--- src/sv/scs_pkg.sv ---
// Shared types and constants for the stereo channel strip.
// No dependencies; used by scs_ctrl, scs_datapath and stereo_channel_strip.
`default_nettype none

package scs_pkg;

  localparam int DELAY_DEPTH_DEF = 8192;
  localparam int SINE_SIZE_DEF   = 256;

  localparam int CFG_W     = 16;
  localparam int CFG_IDX_W = 3;

  localparam logic [63:0]        HALF_PI_Q30 = 64'd1686629713;
  localparam logic [15:0]        DECAY_Q16   = 16'd62259;
  localparam logic [15:0]        VOL_MAX     = 16'd32768;
  localparam logic signed [15:0] PAN_LIM     = 16'sd16384;
  localparam logic [22:0]        MAG_MAX     = 23'h7FFFFF;

  typedef enum logic [CFG_IDX_W-1:0] {
    REG_VOLUME,
    REG_PAN,
    REG_PHASE,
    REG_MONO,
    REG_MUTE,
    REG_LATENCY
  } cfg_reg_t;

  typedef enum logic [3:0] {
    ST_CLEAR,
    ST_IDLE,
    ST_TAB,
    ST_BS0,
    ST_BS1,
    ST_BC0,
    ST_BC1,
    ST_VGL,
    ST_VGR,
    ST_GL,
    ST_GR,
    ST_ML,
    ST_MR,
    ST_DLY,
    ST_FIN
  } state_t;

  typedef enum logic [3:0] {
    MOP_NONE,
    MOP_BS0,
    MOP_BS1,
    MOP_BC0,
    MOP_BC1,
    MOP_VGL,
    MOP_VGR,
    MOP_GL,
    MOP_GR,
    MOP_ML,
    MOP_MR
  } mop_t;

  typedef struct packed {
    logic clr;
    logic take;
    logic tab;
    mop_t mop;
    logic dly;
    logic fin;
  } cmd_t;

  typedef struct packed {
    logic clr_last;
    logic out_busy;
  } sts_t;

endpackage

`default_nettype wire

--- src/sv/scs_ctrl.sv ---
// Sequencer for the channel strip: clearing pass, then one beat at a time.
// Depends on scs_pkg.
`default_nettype none

module scs_ctrl (
  input  wire logic         clk,
  input  wire logic         rst,
  input  wire logic         in_valid,
  output logic              in_stall,
  input  scs_pkg::sts_t     sts,
  output scs_pkg::cmd_t     cmd
);
  import scs_pkg::*;

  state_t state, state_next;

  always_ff @(posedge clk) begin
    if (rst) begin
      state <= ST_CLEAR;
    end else begin
      state <= state_next;
    end
  end

  always_comb begin
    state_next = state;
    cmd        = '0;
    cmd.mop    = MOP_NONE;
    in_stall   = 1'b1;
    unique case (state)
      ST_CLEAR: begin
        cmd.clr = 1'b1;
        if (sts.clr_last) state_next = ST_IDLE;
      end
      ST_IDLE: begin
        in_stall = 1'b0;
        if (in_valid) begin
          cmd.take   = 1'b1;
          state_next = ST_TAB;
        end
      end
      ST_TAB: begin
        cmd.tab    = 1'b1;
        state_next = ST_BS0;
      end
      ST_BS0: begin cmd.mop = MOP_BS0; state_next = ST_BS1; end
      ST_BS1: begin cmd.mop = MOP_BS1; state_next = ST_BC0; end
      ST_BC0: begin cmd.mop = MOP_BC0; state_next = ST_BC1; end
      ST_BC1: begin cmd.mop = MOP_BC1; state_next = ST_VGL; end
      ST_VGL: begin cmd.mop = MOP_VGL; state_next = ST_VGR; end
      ST_VGR: begin cmd.mop = MOP_VGR; state_next = ST_GL;  end
      ST_GL:  begin cmd.mop = MOP_GL;  state_next = ST_GR;  end
      ST_GR:  begin cmd.mop = MOP_GR;  state_next = ST_ML;  end
      ST_ML:  begin cmd.mop = MOP_ML;  state_next = ST_MR;  end
      ST_MR:  begin cmd.mop = MOP_MR;  state_next = ST_DLY; end
      ST_DLY: begin
        cmd.dly    = 1'b1;
        state_next = ST_FIN;
      end
      ST_FIN: begin
        // hold until the output register is free
        if (!sts.out_busy) begin
          cmd.fin    = 1'b1;
          state_next = ST_IDLE;
        end
      end
      default: state_next = ST_CLEAR;
    endcase
  end

endmodule

`default_nettype wire

--- config.mk ---
export PLATFORM = sky130hd
export DESIGN_NAME = scs_ctrl
export DESIGN_NICKNAME = d
export VERILOG_FILES = /design/src/sv/scs_pkg.sv /design/src/sv/scs_ctrl.sv
export SDC_FILE = /design/constraint.sdc
export NUM_CORES = 1
export LEC_CHECK = 0
export ABC_AREA = 1
export BUFFER_PORTS_ARGS = -buffer_cell sky130_fd_sc_hd__buf_2
export CAP_MARGIN = 20
export CORE_AREA = 2 2 39 41
export CTS_CLUSTER_DIAMETER = 200
export DETAILED_ROUTE_END_ITERATION = 10
export DIE_AREA = 0 0 41 43
export HOLD_SLACK_MARGIN = 0.1
export PLACE_DENSITY = 0.63
export SLEW_MARGIN = 25
export SYNTH_ARGS = -nofsm -noshare
export SYNTH_HDL_FRONTEND = slang
export SYNTH_SLANG_ARGS = --single-unit
--- constraint.sdc ---
create_clock -name clk -period 0.97 [get_ports clk]
set_input_delay 0.1455 -clock clk [delete_from_list [all_inputs] [get_ports clk]]
set_output_delay 0.1455 -clock clk [all_outputs]
set_load 0.01 [all_outputs]
==> reports/metrics.yaml, run 1 <==
seq_power_share_pct: 24.4
p_leak_nw: 0.3820
viasPerCell: 4.771
wirelength_mm: 1.211
cp_cell_sequence: "nor2_4 -> nand2_2 -> nor2_2 -> buf_2"
cts.clk_slew.worst_paths_ns: 0.04
final_core_util_pct: 52.98
grt_pass1_vias: 456
synth_edf_count: 0
startpoint_type: "register"
ys_seq_area_share_pct: 22.46
fin_crit_sh_pct: 132.8
diodes: 0
maxCapViolCount: 0
placed_cells: 98
worstSetupPathType: "register to output port"
largest_reg_flops: 4
synth_top_area_share_pct: 22.46
power_mw: 1.260
area_growth_pct: 105.6
holdPathStages: 3
regMostFlops: "state"
worst_skew_pair.late_latency_ns: 0.25
tightestPinTransition_ns: 0.2127
grt_pass1_wl_mm: 1.773
fin_ws_ns: -0.3186
final_layout_size_suffix_gt1_share_pct: 64.52
pwr-share-comb_pct: 56.8
status: "finished with violations"
grt_overflow_total: 0
clkPwrFrac_pct: 18.8
yosys_register_bits: 4
r2r-start: "state[1]$_SDFFE_PP0P_"
first_iter_violations: 14
p_sw_uw: 555.2
worstHoldStart: "sts[0]"
portBuffers: 14
die_h_um: 43
start_util_pct: 25.77
p_int_uw: 704.3
slowest_delay_ns: 0.37
synthArstFlopShare_pct: 0
cts_inserted_buffers: 3
synth-main-ff-cell: "dfxtp_1"
worstRegToRegCells: 9
syn_area_per_cell_um2: 5.572
drc: 0
clock.fmax_mhz: 776.0
whs_ns: 0.2111
cp-end-kind: "output port"
required_ns: 0.82
ys_top_cells_by_area: "dfxtp_1, nand2_1, nor2_1"
cts_tree: "built"
ys_top_cells_by_count: "nand2_1, nor2_1, inv_1, inv_2"
reg2reg_slack_ns: -0.19
dr_total_vias: 520
grt_max_degree: 8
clockBufferDepth: 2
synth_area_um2: 356.6
dieArea_mm2: 0.001763
critPathSlowestCell: "dfxtp_4"
slew_violations: 0
setup_viol: 13
synth_cell_types: 15
fin_crit_ns: 1.289
worst_hold_path_type: "input pin to register"
h-tree-depth: 1
rows: 14
r2r-end: "state[2]$_SDFFE_PP0P_"
maxSlewHeadroom_pct: 85.79
critPathMaxFanout: 6
ir_drop_mv: 0.9077
synthCells: 64
powerDensity_mw_per_mm2: 1718
cts_root_buf: "clkbuf_4"
n_fill_cell: 130
pre_cts_slack_ns: -0.1463
layout.cells.non_filler: 109
reg_top3: "state x4"
drt-pass1-iter-count: 4
final_nets: 100
antenna_found_initial: 0
rsz0062_at_grt: "yes"
failed_checks: "negative setup slack"
gp_congestion: 0.8242
ys_warn_count: 0
cts_sinks: 4
crit_arrival_ns: 1.14
wire_per_inst_um: 11.11
dp.final_hpwl_um: 766
yosysMostFrequentCell: "nand2_1"
io_pins: 15
switching_share_pct: 44.08
syn_nets: 69
postRouteAntennaNets: 0
track_usage_pct: 14.96
core_mm2: 0.001384
die_w_um: 41
min_to: "state[3]$_SDFFE_PP0P_"
hold_viol: 0
synth_area_leader_cell: "dfxtp_1"
skew_ns: 0.001219
[power groups by stage]
stage	logic [mW]	clock network (mW)	registers [mW]
CTS	0.554	0.240	0.297
finish	0.715	0.237	0.307
detailed placement	0.451	0	0.267
floorplan	0.347	0	0.239
global placement	0.452	0	0.266
global route	0.784	0.238	0.317
[worst max-delay path: cells and delay by family, from the launching register on]
family                 cells  cell delay [ns]
buffers and inverters      1             0.13
flip-flops                 1             0.37
AND/OR/NAND/NOR            3             0.40
[routing by layer]
metal	GRT usage, %	share of wire (%)	vias to the layer above
met4	10.00	2.5	0
met2	24.38	53	18
met3	3.141	5.0	3
li1	-	-	261
met5	0	0	-
met1	16.08	39	238
[per-stage QoR]
stage	setup TNS [ns]	instance area, um2
floorplan	-0.06973	394.1
global placement	-0.8265	510.5
detailed placement	-0.9547	510.5
CTS	-3.151	638.1
global route	-4.084	733.2
finish	-3.296	733.2
[logic make-up (layout without fill, tap and decap cells)]
logic type	after synthesis	count (layout)	synth area share (%)
flops	4	4	22.46
compound gates	9	9	14.73
buf+inv	13	42	14.74
simple gates	38	38	48.07
[cells in the final DEF, fill, tap and decap left out, drive strengths merged]
cell type and count:
nand3b 1, nand3 4, buf 26, nand2 19, dfxtp 4, inv 12
a21oi 3, nor3 2, nor2 12, dlygate4sd3 1, clkbuf 3, a211oi 3
o21ai 3
[cell type report]
type	count	area, um2	area share, %
multi-input cells	47	335.3	45.73
repair buffers	27	205.2	27.99
flip-flops and latches	4	95.09	12.97
inverters	12	55.05	7.509
clock buffers	3	22.52	3.072
well taps	16	20.02	2.730
[worst max path at each step]
stage                                      from                    end  cells past startpoint
after global placement    state[1]$_SDFFE_PP0P_  state[1]$_SDFFE_PP0P_                      7
after detailed placement  state[1]$_SDFFE_PP0P_  state[1]$_SDFFE_PP0P_                      7
after floorplan           state[3]$_SDFFE_PP0P_                 cmd[3]                      3
after global routing      state[2]$_SDFFE_PP0P_                 cmd[7]                      4
final                     state[2]$_SDFFE_PP0P_                 cmd[7]                      4
after CTS                 state[2]$_SDFFE_PP0P_                 cmd[4]                      5
[timing repair]
item,4_1_cts,5_1_grt
setup endpoints to repair,14,14
gates resized for setup,19,15
endpoints found under the hold margin,2,0
pin swaps,7,8
hold buffers,1,0
setup buffers,3,4
Note: power is estimated with default switching activity, not from simulation.
==> run 2, diff against run 1 <==
PLACE_DENSITY = unset   (was 0.63)
PLACE_DENSITY_LB_ADDON = 0.08   (was unset)
==> reports/metrics.yaml, run 2 (synthesized netlist as in run 1, its figures left out) <==
rows: 14
p_leak_nw: 0.3816
io_pins: 15
die_w_um: 41
grt_overflow_total: 0
holdPathStages: 4
clockBufferDepth: 2
slew_violations: 0
startpoint_type: "register"
regMostFlops: "state"
n_fill_cell: 139
tightestPinTransition_ns: 0.1799
portBuffers: 14
maxSlewHeadroom_pct: 87.88
ir_drop_mv: 1.222
r2r-end: "state[2]$_SDFFE_PP0P_"
maxCapViolCount: 0
power_mw: 1.143
cts_root_buf: "clkbuf_4"
worstHoldStart: "in_valid"
gp_congestion: 0.7250
grt_pass1_wl_mm: 1.835
rsz0062_at_grt: "yes"
final_cell_mix: "nand2_1, buf_2, buf_4"
die_h_um: 43
clock.fmax_mhz: 797.2
required_ns: 0.82
setup_viol: 14
dp.final_hpwl_um: 851.9
final_nets: 103
h-tree-depth: 1
reg2reg_slack_ns: -0.19
min_to: "state[0]$_SDFFE_PP0P_"
dieArea_mm2: 0.001763
cts_tree: "built"
whs_ns: 0.2402
setup_tns_ns: -3.077
worst_skew_pair.late_latency_ns: 0.24
dr_total_vias: 510
fin_crit_sh_pct: 129.3
track_usage_pct: 16.15
r2r-start: "state[3]$_SDFFE_PP0P_"
largest_reg_flops: 4
diodes: 0
viasPerCell: 4.554
critPathMaxFanout: 6
drc: 0
pre_cts_slack_ns: -0.1670
cts.clk_slew.worst_paths_ns: 0.04
first_iter_violations: 4
hold_viol: 0
cp-end-kind: "output port"
grt_pass1_vias: 450
core_mm2: 0.001384
grt_max_degree: 8
worst_hold_path_type: "input pin to register"
wirelength_mm: 1.219
drt-pass1-iter-count: 4
crit_arrival_ns: 1.11
final_common_cell: "nand2_1"
area_growth_pct: 102.5
start_util_pct: 25.77
antenna_found_initial: 0
skew_ns: 0.002802
final_layout_size_suffix_gt1_share_pct: 62.50
status: "finished with violations"
wire_per_inst_um: 10.88
postRouteAntennaNets: 0
fin_ws_ns: -0.2845
failed_checks: "negative setup slack"
reg_top3: "state x4"
critical_path.startpoint: "state[1]$_SDFFE_PP0P_"
cts_inserted_buffers: 3
worstRegToRegCells: 9
worstSetupPathType: "register to output port"
cts_sinks: 4
powerDensity_mw_per_mm2: 1584
fin_crit_ns: 1.254
==> run 2: what timing repair did <==
item	CTS	global route
pin swaps	6	5
setup endpoints to repair	14	14
gates resized for setup	15	13
buffers inserted	5	3
hold endpoints to repair	2	0
hold buffers	1	0
==> run 2: layout make-up <==
| class | instances | area [um2] | share of cell area [%] |
|---|---|---|---|
| inverter | 12 | 55.05 | 7.626 |
| clock buffer | 3 | 22.52 | 3.120 |
| tap | 16 | 20.02 | 2.773 |
| sequential | 4 | 95.09 | 13.17 |
| timing repair buffer | 30 | 220.2 | 30.50 |
| multi-input combinational | 47 | 309.0 | 42.81 |
==> run 2: per-layer routing <==
metal	global-route usage, %	vias up	part of all wire (%)
met4	10.00	0	1.6
met3	3.141	2	4.7
met5	0	-	0
li1	-	271	-
met2	27.19	15	54
met1	16.99	222	39
==> run 2: critical path, stage by stage (launching register included) <==
cell     delay, ns
dfxtp_4       0.41
inv_6         0.06
nor2_4        0.10
inv_2         0.07
nor3_2        0.09
buf_2         0.14
==> run 2: through the flow <==
stage	util, %	instances	cell area, um2
after floorplan	-	64	394.1
after global placement	37.97	100	525.5
after detailed placement	37.97	100	525.5
after CTS	46.84	109	648.1
after global routing	52.17	112	721.9
final	52.17	112	721.9
==> run 2: worst max-delay path by stage <==
stage                             to  slack [ns]  cells past startpoint
2_1_floorplan                 cmd[3]       -0.02                      3
3_3_place_gp   state[2]$_SDFFE_PP0P_       -0.16                      7
3_5_place_dp   state[2]$_SDFFE_PP0P_       -0.17                      7
4_1_cts                       cmd[5]       -0.29                      5
5_1_grt                       cmd[7]       -0.35                      4
6_report                      cmd[0]       -0.28                      5
==> run 2: power breakdown <==
group          leakage, nW  internal [mW]  total, mW  switching (mW)
registers           0.0356          0.207      0.306          0.0988
clock network       0.0138          0.138      0.208          0.0693
logic                0.332          0.302      0.629           0.327
total                0.382          0.648       1.14           0.496
